[src/design/stps_pkg.sv]
package stps_pkg;

  // Coil and phase sizing
  localparam int COIL_COUNT = 4;
  localparam int PH_W       = $clog2(COIL_COUNT);

  // Field widths
  localparam int KIND_W   = 2;
  localparam int AMOUNT_W = 32;
  localparam int RPM_W    = 8;
  localparam int SPR_W    = 16;
  localparam int EFF_W    = SPR_W + 1;
  localparam int STEP_W   = 32;
  localparam int TIME_W   = 32;

  // Stream packing
  localparam int IN_TDATA_W  = ((1 + AMOUNT_W + 7) / 8) * 8;
  localparam int OUT_TDATA_W = ((COIL_COUNT + 2 + 7) / 8) * 8;
  localparam int OUT_PAD_W   = OUT_TDATA_W - COIL_COUNT - 2;

  // Configuration port
  localparam int CFG_ADDR_W = 2;
  localparam int CFG_DATA_W = SPR_W;
  localparam logic [CFG_ADDR_W-1:0] REG_RPM   = 2'd0;
  localparam logic [CFG_ADDR_W-1:0] REG_STEPS = 2'd1;
  localparam logic [CFG_ADDR_W-1:0] REG_HALF  = 2'd2;

  localparam logic [RPM_W-1:0] RPM_RESET = 8'd10;
  localparam logic [SPR_W-1:0] SPR_RESET = 16'd2048;

  // Item kinds
  localparam logic [KIND_W-1:0] KIND_TICK  = 2'd0;
  localparam logic [KIND_W-1:0] KIND_STEPS = 2'd1;
  localparam logic [KIND_W-1:0] KIND_REVS  = 2'd2;
  localparam logic [KIND_W-1:0] KIND_DEGS  = 2'd3;

  // Interval divider
  localparam int US_PER_MIN = 60000000;
  localparam int NUM_W      = $clog2(US_PER_MIN + 1);
  localparam int CNT_W      = $clog2(NUM_W);
  localparam int DIV_W      = EFF_W + RPM_W;
  localparam logic [NUM_W-1:0] US_NUM = NUM_W'(US_PER_MIN);
  localparam logic [TIME_W-1:0] RESET_INTERVAL =
    TIME_W'(US_PER_MIN / (int'(SPR_RESET) * int'(RPM_RESET)));

  // Revolution and degree conversion; 360 = 8 * 45
  localparam int REV_W      = 8;
  localparam int DEG_W      = 16;
  localparam int REV_PROD_W = REV_W + EFF_W;
  localparam int DEG_PROD_W = DEG_W + EFF_W;
  localparam int DEG_PRE    = 3;
  localparam int DEG_DIV    = 45;
  localparam int DEG_X_W    = DEG_PROD_W - DEG_PRE;
  localparam int DEG_SHIFT  = DEG_X_W + $clog2(DEG_DIV);
  localparam logic [63:0] DEG_RECIP_64 =
    ((64'd1 << DEG_SHIFT) + 64'(DEG_DIV - 1)) / 64'(DEG_DIV);
  localparam int RECIP_W    = $clog2(DEG_RECIP_64 + 64'd1);
  localparam logic [RECIP_W-1:0] DEG_RECIP = RECIP_W'(DEG_RECIP_64);
  localparam int DEG_MUL_W  = DEG_X_W + RECIP_W;
  localparam int DEG_Q_W    = DEG_MUL_W - DEG_SHIFT;

  typedef struct packed {
    logic [EFF_W-1:0]  eff_steps;
    logic              half_step;
    logic [TIME_W-1:0] interval;
    logic              busy;
  } cfg_t;

  typedef struct packed {
    logic [KIND_W-1:0]   kind;
    logic                clockwise;
    logic [AMOUNT_W-1:0] amount;
  } item_t;

  typedef struct packed {
    logic [COIL_COUNT-1:0] coils;
    logic                  stepped;
    logic                  busy_res;
  } res_t;

endpackage

[src/design/stps_interval_div.sv]
module stps_interval_div (
  input  logic                             clk,
  input  logic                             rst_n,
  input  logic                             cfg_we,
  input  logic [stps_pkg::CFG_ADDR_W-1:0]  cfg_addr,
  input  logic [stps_pkg::CFG_DATA_W-1:0]  cfg_wdata,
  output stps_pkg::cfg_t                   cfg_o
);

  typedef enum logic [2:0] {
    ST_IDLE = 3'b001,
    ST_LOAD = 3'b010,
    ST_DIV  = 3'b100
  } div_state_t;

  div_state_t state_r, state_nxt;

  logic [stps_pkg::RPM_W-1:0]  rpm_r;
  logic [stps_pkg::SPR_W-1:0]  spr_r;
  logic                        half_r;
  logic [stps_pkg::EFF_W-1:0]  eff;
  logic [stps_pkg::DIV_W-1:0]  divisor_r, divisor_nxt;
  logic [stps_pkg::DIV_W-1:0]  rem_r, rem_nxt;
  logic [stps_pkg::NUM_W-1:0]  quo_r, quo_nxt;
  logic [stps_pkg::CNT_W-1:0]  cnt_r, cnt_nxt;
  logic [stps_pkg::TIME_W-1:0] interval_r, interval_nxt;
  logic [stps_pkg::DIV_W:0]    rem_sh;
  logic [stps_pkg::DIV_W:0]    rem_diff;
  logic                        rem_ge;
  logic                        cfg_hit;

  assign eff = half_r ? {spr_r, 1'b0} : {1'b0, spr_r};

  assign cfg_hit = cfg_we && (cfg_addr == stps_pkg::REG_RPM ||
                              cfg_addr == stps_pkg::REG_STEPS ||
                              cfg_addr == stps_pkg::REG_HALF);

  // Hold the configuration registers
  always_ff @(posedge clk) begin
    if (!rst_n) begin
      rpm_r  <= stps_pkg::RPM_RESET;
      spr_r  <= stps_pkg::SPR_RESET;
      half_r <= 1'b0;
    end else if (cfg_we) begin
      case (cfg_addr)
        stps_pkg::REG_RPM:   rpm_r  <= cfg_wdata[stps_pkg::RPM_W-1:0];
        stps_pkg::REG_STEPS: spr_r  <= cfg_wdata;
        stps_pkg::REG_HALF:  half_r <= cfg_wdata[0];
        default: ;
      endcase
    end
  end

  // One quotient bit per cycle, restoring
  assign rem_sh   = {rem_r, stps_pkg::US_NUM[cnt_r]};
  assign rem_diff = rem_sh - {1'b0, divisor_r};
  assign rem_ge   = (rem_sh >= {1'b0, divisor_r});

  always_comb begin
    state_nxt    = state_r;
    divisor_nxt  = divisor_r;
    rem_nxt      = rem_r;
    quo_nxt      = quo_r;
    cnt_nxt      = cnt_r;
    interval_nxt = interval_r;
    case (state_r)
      ST_IDLE: begin
        if (cfg_hit) state_nxt = ST_LOAD;
      end
      ST_LOAD: begin
        divisor_nxt = eff * rpm_r;
        rem_nxt     = '0;
        quo_nxt     = '0;
        cnt_nxt     = stps_pkg::CNT_W'(stps_pkg::NUM_W - 1);
        if (rpm_r == '0 || spr_r == '0) begin
          // zero divisor: no step can ever fire
          interval_nxt = '1;
          state_nxt    = ST_IDLE;
        end else begin
          state_nxt = ST_DIV;
        end
      end
      ST_DIV: begin
        rem_nxt = rem_ge ? rem_diff[stps_pkg::DIV_W-1:0] : rem_sh[stps_pkg::DIV_W-1:0];
        quo_nxt = {quo_r[stps_pkg::NUM_W-2:0], rem_ge};
        cnt_nxt = cnt_r - 1'b1;
        if (cnt_r == '0) begin
          interval_nxt = {{(stps_pkg::TIME_W - stps_pkg::NUM_W){1'b0}},
                          quo_r[stps_pkg::NUM_W-2:0], rem_ge};
          state_nxt    = ST_IDLE;
        end
      end
      default: state_nxt = ST_IDLE;
    endcase
    // restart on a fresh write
    if (cfg_hit) state_nxt = ST_LOAD;
  end

  always_ff @(posedge clk) begin
    if (!rst_n) begin
      state_r    <= ST_IDLE;
      interval_r <= stps_pkg::RESET_INTERVAL;
    end else begin
      state_r    <= state_nxt;
      interval_r <= interval_nxt;
    end
  end

  always_ff @(posedge clk) begin
    divisor_r <= divisor_nxt;
    rem_r     <= rem_nxt;
    quo_r     <= quo_nxt;
    cnt_r     <= cnt_nxt;
  end

  assign cfg_o.eff_steps = eff;
  assign cfg_o.half_step = half_r;
  assign cfg_o.interval  = interval_r;
  assign cfg_o.busy      = (state_r != ST_IDLE) || cfg_hit;

endmodule

[src/design/stps_seq_core.sv]
module stps_seq_core (
  input  logic                clk,
  input  logic                rst_n,
  input  logic                item_acc,
  input  stps_pkg::item_t     item,
  input  stps_pkg::cfg_t      cfg,
  output logic                res_valid,
  output stps_pkg::res_t      res,
  output logic                deg_pend
);

  logic [stps_pkg::STEP_W-1:0]     sr_r, sr_nxt;
  logic                            ccw_r, ccw_nxt;
  logic [stps_pkg::PH_W-1:0]       ph_r, ph_nxt;
  logic [stps_pkg::PH_W-1:0]       prev_r, prev_nxt;
  logic                            wt_r, wt_nxt;
  logic [stps_pkg::COIL_COUNT-1:0] pat_r, pat_nxt;
  logic [stps_pkg::TIME_W-1:0]     el_r, el_nxt;
  logic                            deg_pend_r, deg_pend_nxt;
  logic [stps_pkg::DEG_PROD_W-1:0] deg_prod_r, deg_prod_nxt;

  logic [stps_pkg::TIME_W-1:0]     el_inc;
  logic [stps_pkg::REV_PROD_W-1:0] rev_prod;
  logic [stps_pkg::DEG_MUL_W-1:0]  deg_mul;
  logic [stps_pkg::PH_W-1:0]       ph_fwd, ph_back, ph_new;
  logic                            fire;
  logic                            stepped;

  assign el_inc   = (el_r == '1) ? el_r : el_r + 1'b1;
  assign rev_prod = item.amount[stps_pkg::REV_W-1:0] * cfg.eff_steps;
  assign deg_prod_nxt = item.amount[stps_pkg::DEG_W-1:0] * cfg.eff_steps;
  // divide by 8 with a shift, then by 45 through the reciprocal
  assign deg_mul  = deg_prod_r[stps_pkg::DEG_PROD_W-1:stps_pkg::DEG_PRE] * stps_pkg::DEG_RECIP;

  assign ph_fwd  = (ph_r == stps_pkg::PH_W'(stps_pkg::COIL_COUNT - 1)) ? '0 : ph_r + 1'b1;
  assign ph_back = (ph_r == '0) ? stps_pkg::PH_W'(stps_pkg::COIL_COUNT - 1) : ph_r - 1'b1;
  assign ph_new  = ccw_r ? ph_back : ph_fwd;

  assign fire = item_acc && (item.kind == stps_pkg::KIND_TICK) &&
                (sr_r != '0) && (el_inc > cfg.interval);

  // Update the sequencer state for one item
  always_comb begin
    sr_nxt       = sr_r;
    ccw_nxt      = ccw_r;
    ph_nxt       = ph_r;
    prev_nxt     = prev_r;
    wt_nxt       = wt_r;
    pat_nxt      = pat_r;
    el_nxt       = el_r;
    deg_pend_nxt = 1'b0;
    stepped      = 1'b0;
    if (deg_pend_r) begin
      sr_nxt = {{(stps_pkg::STEP_W - stps_pkg::DEG_Q_W){1'b0}},
                deg_mul[stps_pkg::DEG_MUL_W-1:stps_pkg::DEG_SHIFT]};
    end else if (item_acc) begin
      case (item.kind)
        stps_pkg::KIND_TICK: begin
          el_nxt = el_inc;
          if (fire) begin
            el_nxt  = '0;
            stepped = 1'b1;
            sr_nxt  = sr_r - 1'b1;
            wt_nxt  = ~wt_r;
            if (cfg.half_step && !wt_r) begin
              // release the trailing coil
              pat_nxt[prev_r] = 1'b0;
            end else begin
              prev_nxt        = ph_r;
              ph_nxt          = ph_new;
              pat_nxt[ph_new] = 1'b1;
              pat_nxt[ph_r]   = cfg.half_step;
            end
          end
        end
        stps_pkg::KIND_STEPS: begin
          sr_nxt  = item.amount;
          ccw_nxt = ~item.clockwise;
        end
        stps_pkg::KIND_REVS: begin
          sr_nxt  = stps_pkg::STEP_W'(rev_prod);
          ccw_nxt = ~item.clockwise;
        end
        default: begin
          // degree move finishes in the next cycle
          ccw_nxt      = ~item.clockwise;
          deg_pend_nxt = 1'b1;
        end
      endcase
    end
  end

  always_ff @(posedge clk) begin
    if (!rst_n) begin
      sr_r       <= '0;
      ccw_r      <= 1'b0;
      ph_r       <= '0;
      prev_r     <= '0;
      wt_r       <= 1'b0;
      pat_r      <= '0;
      el_r       <= '0;
      deg_pend_r <= 1'b0;
    end else begin
      sr_r       <= sr_nxt;
      ccw_r      <= ccw_nxt;
      ph_r       <= ph_nxt;
      prev_r     <= prev_nxt;
      wt_r       <= wt_nxt;
      pat_r      <= pat_nxt;
      el_r       <= el_nxt;
      deg_pend_r <= deg_pend_nxt;
    end
  end

  always_ff @(posedge clk) begin
    deg_prod_r <= deg_prod_nxt;
  end

  assign res_valid    = deg_pend_r || (item_acc && item.kind != stps_pkg::KIND_DEGS);
  assign res.coils    = pat_nxt;
  assign res.stepped  = stepped;
  assign res.busy_res = (sr_nxt != '0);
  assign deg_pend     = deg_pend_r;

endmodule

[src/design/stepper_phase_sequencer_unit.sv]
// Timing: a result is in the output register in the cycle after its item is accepted;
//   a degree move first registers its product, then does the reciprocal multiply by 1/45.
// Throughput: one tick, step or revolution item per cycle while the output drains; a
//   degree move holds the input until its step count is set; a register write holds it
//   while the divider loads and runs (a quotient bit per cycle); zero rpm or steps skips it.
// Reset: synchronous, active low; state clears, interval preloads its reset value.
module stepper_phase_sequencer_unit (
  input  logic                              clk,
  input  logic                              rst_n,
  input  logic                              in_tvalid,
  output logic                              in_tready,
  input  logic [stps_pkg::IN_TDATA_W-1:0]   in_tdata,  // clockwise, amount, zero pad
  input  logic [stps_pkg::KIND_W-1:0]       in_tuser,  // kind
  output logic                              out_tvalid,
  input  logic                              out_tready,
  output logic [stps_pkg::OUT_TDATA_W-1:0]  out_tdata, // coils, stepped, busy_res, zero pad
  input  logic                              cfg_we,
  input  logic [stps_pkg::CFG_ADDR_W-1:0]   cfg_addr,
  input  logic [stps_pkg::CFG_DATA_W-1:0]   cfg_wdata
);

  stps_pkg::cfg_t  cfg;
  stps_pkg::item_t item;
  stps_pkg::res_t  res;
  logic            item_acc;
  logic            res_valid;
  logic            deg_pend;
  logic            out_free;
  logic            out_valid_r, out_valid_nxt;
  logic [stps_pkg::OUT_TDATA_W-1:0] out_data_r, out_data_nxt;

  assign item.kind      = in_tuser;
  assign item.clockwise = in_tdata[0];
  assign item.amount    = in_tdata[stps_pkg::AMOUNT_W:1];

  // Accept while the interval is settled, no degree move is pending and the output slot drains
  assign out_free  = !out_valid_r || out_tready;
  assign in_tready = !cfg.busy && !deg_pend && out_free;
  assign item_acc  = in_tvalid && in_tready;

  stps_interval_div u_div (
    .clk       (clk),
    .rst_n     (rst_n),
    .cfg_we    (cfg_we),
    .cfg_addr  (cfg_addr),
    .cfg_wdata (cfg_wdata),
    .cfg_o     (cfg)
  );

  stps_seq_core u_core (
    .clk       (clk),
    .rst_n     (rst_n),
    .item_acc  (item_acc),
    .item      (item),
    .cfg       (cfg),
    .res_valid (res_valid),
    .res       (res),
    .deg_pend  (deg_pend)
  );

  // Load the output register
  always_comb begin
    out_valid_nxt = out_valid_r;
    out_data_nxt  = out_data_r;
    if (out_tready) out_valid_nxt = 1'b0;
    if (res_valid) begin
      out_valid_nxt = 1'b1;
      out_data_nxt  = {{stps_pkg::OUT_PAD_W{1'b0}}, res.busy_res, res.stepped, res.coils};
    end
  end

  always_ff @(posedge clk) begin
    if (!rst_n) begin
      out_valid_r <= 1'b0;
    end else begin
      out_valid_r <= out_valid_nxt;
    end
  end

  always_ff @(posedge clk) begin
    out_data_r <= out_data_nxt;
  end

  assign out_tvalid = out_valid_r;
  assign out_tdata  = out_data_r;

endmodule

[config.mk]
export PLATFORM = sky130hd
export DESIGN_NAME = stepper_phase_sequencer_unit
export DESIGN_NICKNAME = d
export VERILOG_FILES = /design/src/design/stps_pkg.sv /design/src/design/stps_interval_div.sv /design/src/design/stps_seq_core.sv /design/src/design/stepper_phase_sequencer_unit.sv
export SDC_FILE = /design/constraint.sdc
export NUM_CORES = 2
export LEC_CHECK = 0
export ABC_CLOCK_PERIOD_IN_PS = 8900
export BUFFER_PORTS_ARGS = -buffer_cell sky130_fd_sc_hd__clkbuf_2
export CORE_UTILIZATION = 35
export CTS_CLUSTER_DIAMETER = 30
export DETAILED_ROUTE_END_ITERATION = 10
export GPL_TIMING_DRIVEN = 1
export SKIP_LAST_GASP = 1
export SYNTH_ARGS = -nofsm -noshare
export SYNTH_HDL_FRONTEND = slang
export SYNTH_SLANG_ARGS = --single-unit
[constraint.sdc]
create_clock -name clk -period 8.9 [get_ports clk]
set_input_delay 1.78 -clock clk [delete_from_list [all_inputs] [get_ports clk]]
set_output_delay 1.78 -clock clk [all_outputs]
set_load 0.01 [all_outputs]
# After elaboration in Yosys (flattened, before gate mapping)
# Memory sizes are Yosys's and may differ from the RTL's. A register that Yosys moved wholly into a read port is not among the register bits.
# Index checks and enable logic that the tools add are counted.
[op_classes]
add_sub_neg = 6
n_mul = 4
div_mod_pow = 0
magnitude_cmp = 9
eq_ne = 15
shifts = 0
n_mux = 39
bitwise = 11
n_reduce_logical = 46
[op_table]
columns = ["op", "n"]
rows = [
  ["32-bit 2-to-1 mux", 7],
  ["25-bit case mux with 2 select lines", 2],
  ["32-bit case mux with 3 select lines", 1],
  ["32-bit case mux with 2 select lines", 1],
  ["32-bit nonzero test", 2],
  ["30-bit by 29-bit multiplier with 59-bit output (second input constant)", 1],
  ["16-bit by 17-bit multiplier with 33-bit output", 1],
  ["32-bit by 1-bit adder with 32-bit output (second input constant)", 1],
  ["32-bit == test (second input constant)", 1],
  ["32-bit > comparator", 1],
  ["32-bit by 1-bit subtractor with 32-bit output (second input constant)", 1],
  ["26-bit by 25-bit >= comparator with 1-bit output", 1],
  ["17-bit by 8-bit multiplier with 25-bit output", 1],
  ["8-bit by 17-bit multiplier with 25-bit output", 1],
  ["25-bit 2-to-1 mux", 1],
  ["25-bit subtractor", 1],
  ["4-bit 2-to-1 mux", 5],
  ["17-bit 2-to-1 mux", 1],
  ["16-bit zero test", 1],
  ["1-bit logical AND", 12],
  ["5-bit case mux with 2 select lines", 1],
  ["2-bit AND reduction", 5],
  ["2-bit by 3-bit less-than comparator with 1-bit output (second input constant)", 3],
  ["3-bit case mux with 3 select lines", 1],
  ["34 further kinds", 77],
]
[word_totals]
reg_bits = 255
latch_bits = 0
mem_bits_rw = 0
rom_bits = 32
wordCells = 153
mem_count = 1
[memory_table]
columns = ["memory", "depth", "width", "read_ports", "rd_clocked_by_memory_dff", "write_ports", "line", "rtl"]
rows = [
  ["(no name shown)", 32, 1, 1, 1, 0, "stps_interval_div.sv:55", "assign rem_sh = {rem_r, stps_pkg::US_NUM[cnt_r]};"],
]

# Logic depth before layout (Yosys ltp)
[depth]
depth_word = 17
depth_mapped = 29
ltp_nobuf = 28

# By module
# From an unflattened synthesis, not the netlist that was laid out.
[hier_totals]
hier_cells = 4872
hier_area_um2 = 44068.5
[by_module_without_submodules]
columns = ["module", "n_inst", "cells_per_inst", "area_each_um2", "seq_area_each_um2"]
rows = [
  ["stps_seq_core", 1, 3656, 32473.6, 2102.0],
  ["stps_interval_div", 1, 1202, 11334.6, 3523.4],
  ["stepper_phase_sequencer_unit", 1, 14, 260.2, 200.2],
]

# Worst setup path before layout
# No wires, ideal clock.
[synth_path]
path_kind = "in2reg"
start = "input in_tdata[2] (netlist name)"
end = "register u_core.deg_prod_r[30] (netlist name)"
setup_time_ns = 0.072
arrival_time_ns = 7.819
slack_ns = 1.009
cell_stages = 25
n_path_buf = 2
cell_sequence = "clkbuf_1 -> clkbuf_1 -> nand2_1 -> fa_1 -> inv_1 -> fa_1 -> inv_1 -> fa_1 -> fa_1 -> inv_1 -> fa_1 -> inv_1 -> fa_1 -> inv_1 -> ha_1 -> and3_1 -> nand4_1 -> a31oi_1 -> a211oi_1 -> or3b_2 -> a21boi_0 -> o21a_1 -> nor2_1 -> o21ai_0 -> xor2_1"
[synth_between]
elab_chain_len = 1
[synth_lines]
columns = ["item", "line", "rtl"]
rows = [
  ["from (decl)", "stepper_phase_sequencer_unit.sv:12", "input logic [stps_pkg::IN_TDATA_W-1:0] in_tdata,"],
  ["16-bit by 17-bit multiplier with 33-bit output", "stps_seq_core.sv:31", "assign deg_prod_nxt = item.amount[stps_pkg::DEG_W-1:0] * cfg.eff_steps;"],
  ["net u_core.deg_prod_nxt, one bit", "stps_seq_core.sv:20", "logic [stps_pkg::DEG_PROD_W-1:0] deg_prod_r, deg_prod_nxt;"],
  ["to (signal assigned)", "stps_seq_core.sv:116", "deg_prod_r <= deg_prod_nxt;"],
  ["to (decl)", "stps_seq_core.sv:20", ""],
]
# The timed path passes the listed nets, and every way through them passes these cells.
# A chain may end at the register's enable or synchronous reset.

==> results.json <==
{
  "critPathCaptureType": "register",
  "holdBufCountCts": 0,
  "cts.root.buffer_cell": "clkbuf_16",
  "initial_utilization": 0.352,
  "clk_latency_ps": 620,
  "slowest_stage": "fa_1",
  "crit_fanout": 6,
  "critPathArrivalTime_ps": 8820,
  "via_count": 33300,
  "path_clk_slew_ps": 40,
  "max_freq_mhz": 118,
  "chipWidth_um": 355,
  "ys_ff_latch": 248,
  "setup.reg_to_reg.worst_slack_ps": 390,
  "synthesis.yosys.warnings": 0,
  "h_tree_depth_reported_by_cts": 3,
  "drt_pre_antenna_iters": 6,
  "drive_gt1_frac": 0.0713,
  "tightest_slew_ps": 1100,
  "clock_sinks": 248,
  "postSynthAreaPerCell_um2": 9.12,
  "cts-buffers-inserted": 67,
  "r2r_start": "u_core.deg_prod_r[15]$_DFF_P_",
  "setup_viol": 0,
  "max_cap_violations": 0,
  "die-height_um": 355,
  "crit_path_start_kind": "register",
  "drt-vias-per-instance": 5.07,
  "worst_r2r_endpoint": "out_tdata[5]$_DFFE_PP_",
  "die_area_um2": 126000,
  "detail_route.iter0.violations": 2147,
  "placementRows": 129,
  "place.detailed.hpwl_mm": 95.1,
  "synth_enable_flop_cells": 86,
  "placeableCoreArea_um2": 124000,
  "grt_setup_unrepaired": "false",
  "port_buffers": 65,
  "hold_path_depth": 2,
  "grt_pass1_vias": 34200,
  "synth-seq-area-share": 0.134,
  "hold_crit_start": "u_div.interval_r[19]$_SDFFE_PN0P_",
  "post_route_minimum_period_ps": 8510,
  "place_congestion": 0.939,
  "slew_headroom": 0.263,
  "cts.repair_timing.setup_buffer_count": 0,
  "wire_length_of_the_first_global_routing_pass_mm": 186,
  "grt_antenna_before_repair": 10,
  "finalWirelength_mm": 117,
  "clock_tree.buffer_depth": 3,
  "grt_remaining_overflow": 0,
  "antenna_violating_nets_post_route": 0,
  "synth.mux.area_fraction": 0.0141,
  "tritoncts": "built",
  "outcome": "finished, final reports clean",
  "grt_max_degree": 75,
  "drcViolationCount": 0,
  "drv_slew": 0,
  "report.final.hold_viol_count": 0,
  "largest_family_of_logic_cells_by_synthesized_area": "adder cells",
  "i_o_pin_count": 75,
  "drt_wl_cell_um": 17.8,
  "fin_setup_tns_ps": 0,
  "synthXorXnorAreaFrac": 0.0295,
  "timing.hold.worst.class": "reg -> reg",
  "synthAdderAreaFrac": 0.483,
  "worst_r2r_path_depth": 29,
  "cp_slowest_stage_delay_ps": 570,
  "num-nets-final": 6211,
  "dominantRegCellSynth": "dfxtp_1",
  "cts_repair_resize_count": 0,
  "final_min_period_over_clock_period": 0.956,
  "synth_compound_gate_area_share": 0.0924,
  "syn-instance-count": 4778,
  "worst_hold_slack_ps": 472,
  "yosys.area_share.simple": 0.143,
  "setup.worst_path.class": "reg -> reg",
  "area_growth_pct": 11.5,
  "fill_cells": 12400,
  "worst_clock_skew_ps": 41.4,
  "timing.hold.worst_endpoint": "u_div.interval_r[19]$_SDFFE_PN0P_",
  "post_synth_num_cell_types": 95,
  "crit_start": "u_core.deg_prod_r[15]$_DFF_P_",
  "ys_async_sr_fraction": 0,
  "insertedDiodeCount": 0,
  "required_ps": 9220,
  "gr-usage-all-layers": 0.189,
  "critical-path-top-cell-by-count": "fa_1",
  "mappedNetlistArea_um2": 43600
}
-- registers in the layout (all words and copies together) (netlist names), 2 cells and up --
name / flops
u_core.sr_r: 32
u_div.rem_r: 25
u_core.prev_r: 2
u_div.spr_r: 16
u_core.ph_r: 2
u_core.el_r: 32
out_tdata: 6
u_div.divisor_r: 25
u_div.state_r: 3
u_div.rpm_r: 8
u_core.deg_prod_r: 30
u_div.cnt_r: 5
u_core.pat_r: 4
u_div.interval_r: 27
u_div.quo_r: 25
-- cells in the mapped netlist, drive strengths merged, types with 13 or more instances --
| cell | number | area share |
|---|---|---|
| buf | 27 | 0.0029 |
| a211oi | 45 | 0.0079 |
| inv | 1044 | 0.090 |
| a31oi | 30 | 0.0043 |
| o21a | 20 | 0.0034 |
| or2 | 13 | 0.0019 |
| clkbuf | 129 | 0.011 |
| nand4 | 41 | 0.0060 |
| o21ai | 121 | 0.014 |
| a22oi | 28 | 0.0048 |
| xnor2 | 89 | 0.018 |
| nor2 | 219 | 0.019 |
| nand2 | 378 | 0.033 |
| xor2 | 58 | 0.012 |
| dfxtp | 162 | 0.074 |
| mux2 | 18 | 0.0047 |
| and3 | 47 | 0.0067 |
| and2 | 251 | 0.036 |
| ha | 589 | 0.17 |
| edfxtp | 86 | 0.059 |
| fa | 684 | 0.31 |
| nor2b | 21 | 0.0030 |
| nand2b | 19 | 0.0027 |
| mux2i | 41 | 0.0094 |
| a21oi | 171 | 0.020 |
| nand3 | 53 | 0.0061 |
| or3 | 23 | 0.0034 |
| nor4 | 32 | 0.0054 |
| a21o | 48 | 0.0083 |
| nor3 | 88 | 0.010 |
-- cell type report --
type                       count  area [µm²]  share of cell area
clock inverter                39         536              0.0110
sequential                   248        5830               0.120
clock buffer                  83        1790              0.0368
tap                         1637        2050              0.0422
timing repair buffer         181        1200              0.0246
inverter                    1045        3920              0.0808
multi-input combinational   3330       33300               0.685
-- critical path, delay by kind of cell (launching register included) --
kind	cells	cell delay [ps]
adders and majority gates	9	4340
and+or+nand+nor	5	1340
AOI/OAI and AO/OA	7	1180
buffers and inverters	8	890
DFF	1	420
-- cell families after synthesis --
logic type	Yosys count
XOR/XNOR	147
multiplexers	59
AO/OA/AOI/OAI	613
AND/OR/NAND/NOR	1236
flip-flops	248
adder cells (fa/ha/maj)	1273
buffers and inverters	1201
other	1
-- cells in the final DEF, fill, tap and decap left out, types with 22 or more instances in the layout --
cell type / instances
a211oi_1: 44
nor3_1: 87
a21oi_1: 171
mux2i_1: 41
and2_1: 251
xor2_1: 58
a21o_1: 47
fa_1: 684
xnor2_1: 89
and3_1: 47
or3_1: 22
nor2_1: 218
nand3_1: 53
a31oi_1: 30
nand2_1: 377
nor4_1: 27
clkbuf_2: 65
ha_1: 589
edfxtp_1: 86
o21ai_0: 114
clkbuf_16: 68
nand4_1: 40
inv_1: 1042
a22oi_1: 28
buf_4: 116
dfxtp_1: 161
-- metal layers --
| metal | share of wire | vias to the layer above | GRT usage | routed length, µm |
|---|---|---|---|---|
| met4 | 0.029 | 14 | 0.0538 | 3370 |
| met5 | 0.0024 | - | 0.0109 | 277 |
| met1 | 0.44 | 16600 | 0.257 | 51700 |
| li1 | - | 15600 | - | - |
| met2 | 0.45 | 904 | 0.299 | 52900 |
| met3 | 0.075 | 203 | 0.0414 | 8750 |
-- stage by stage --
stage | worst slack (ps) | std cells | util | instance area [µm²]
after floorplan | 1010 | 4779 | - | 43600
after global placement | 353 | 6440 | 0.374 | 46200
after detailed placement | 271 | 6440 | 0.374 | 46200
after CTS | 207 | 6562 | 0.393 | 48600
after global routing | 1.61 | 6563 | 0.393 | 48600
final | 394 | 6563 | 0.393 | 48600
-- how the worst max path moves through the flow --
stage | endpoint | cells after the start
finish | out_tdata[5]$_DFFE_PP_ | 29
floorplan | u_core.deg_prod_r[30]$_DFF_P_ | 25
global placement | out_tdata[5]$_DFFE_PP_ | 26
detailed placement | out_tdata[5]$_DFFE_PP_ | 26
CTS | out_tdata[5]$_DFFE_PP_ | 26
global route | out_tdata[5]$_DFFE_PP_ | 31
Power is left out: the tool's default activity adds up to more than one toggle a clock period on the data nets, which glitch-free logic cannot reach.
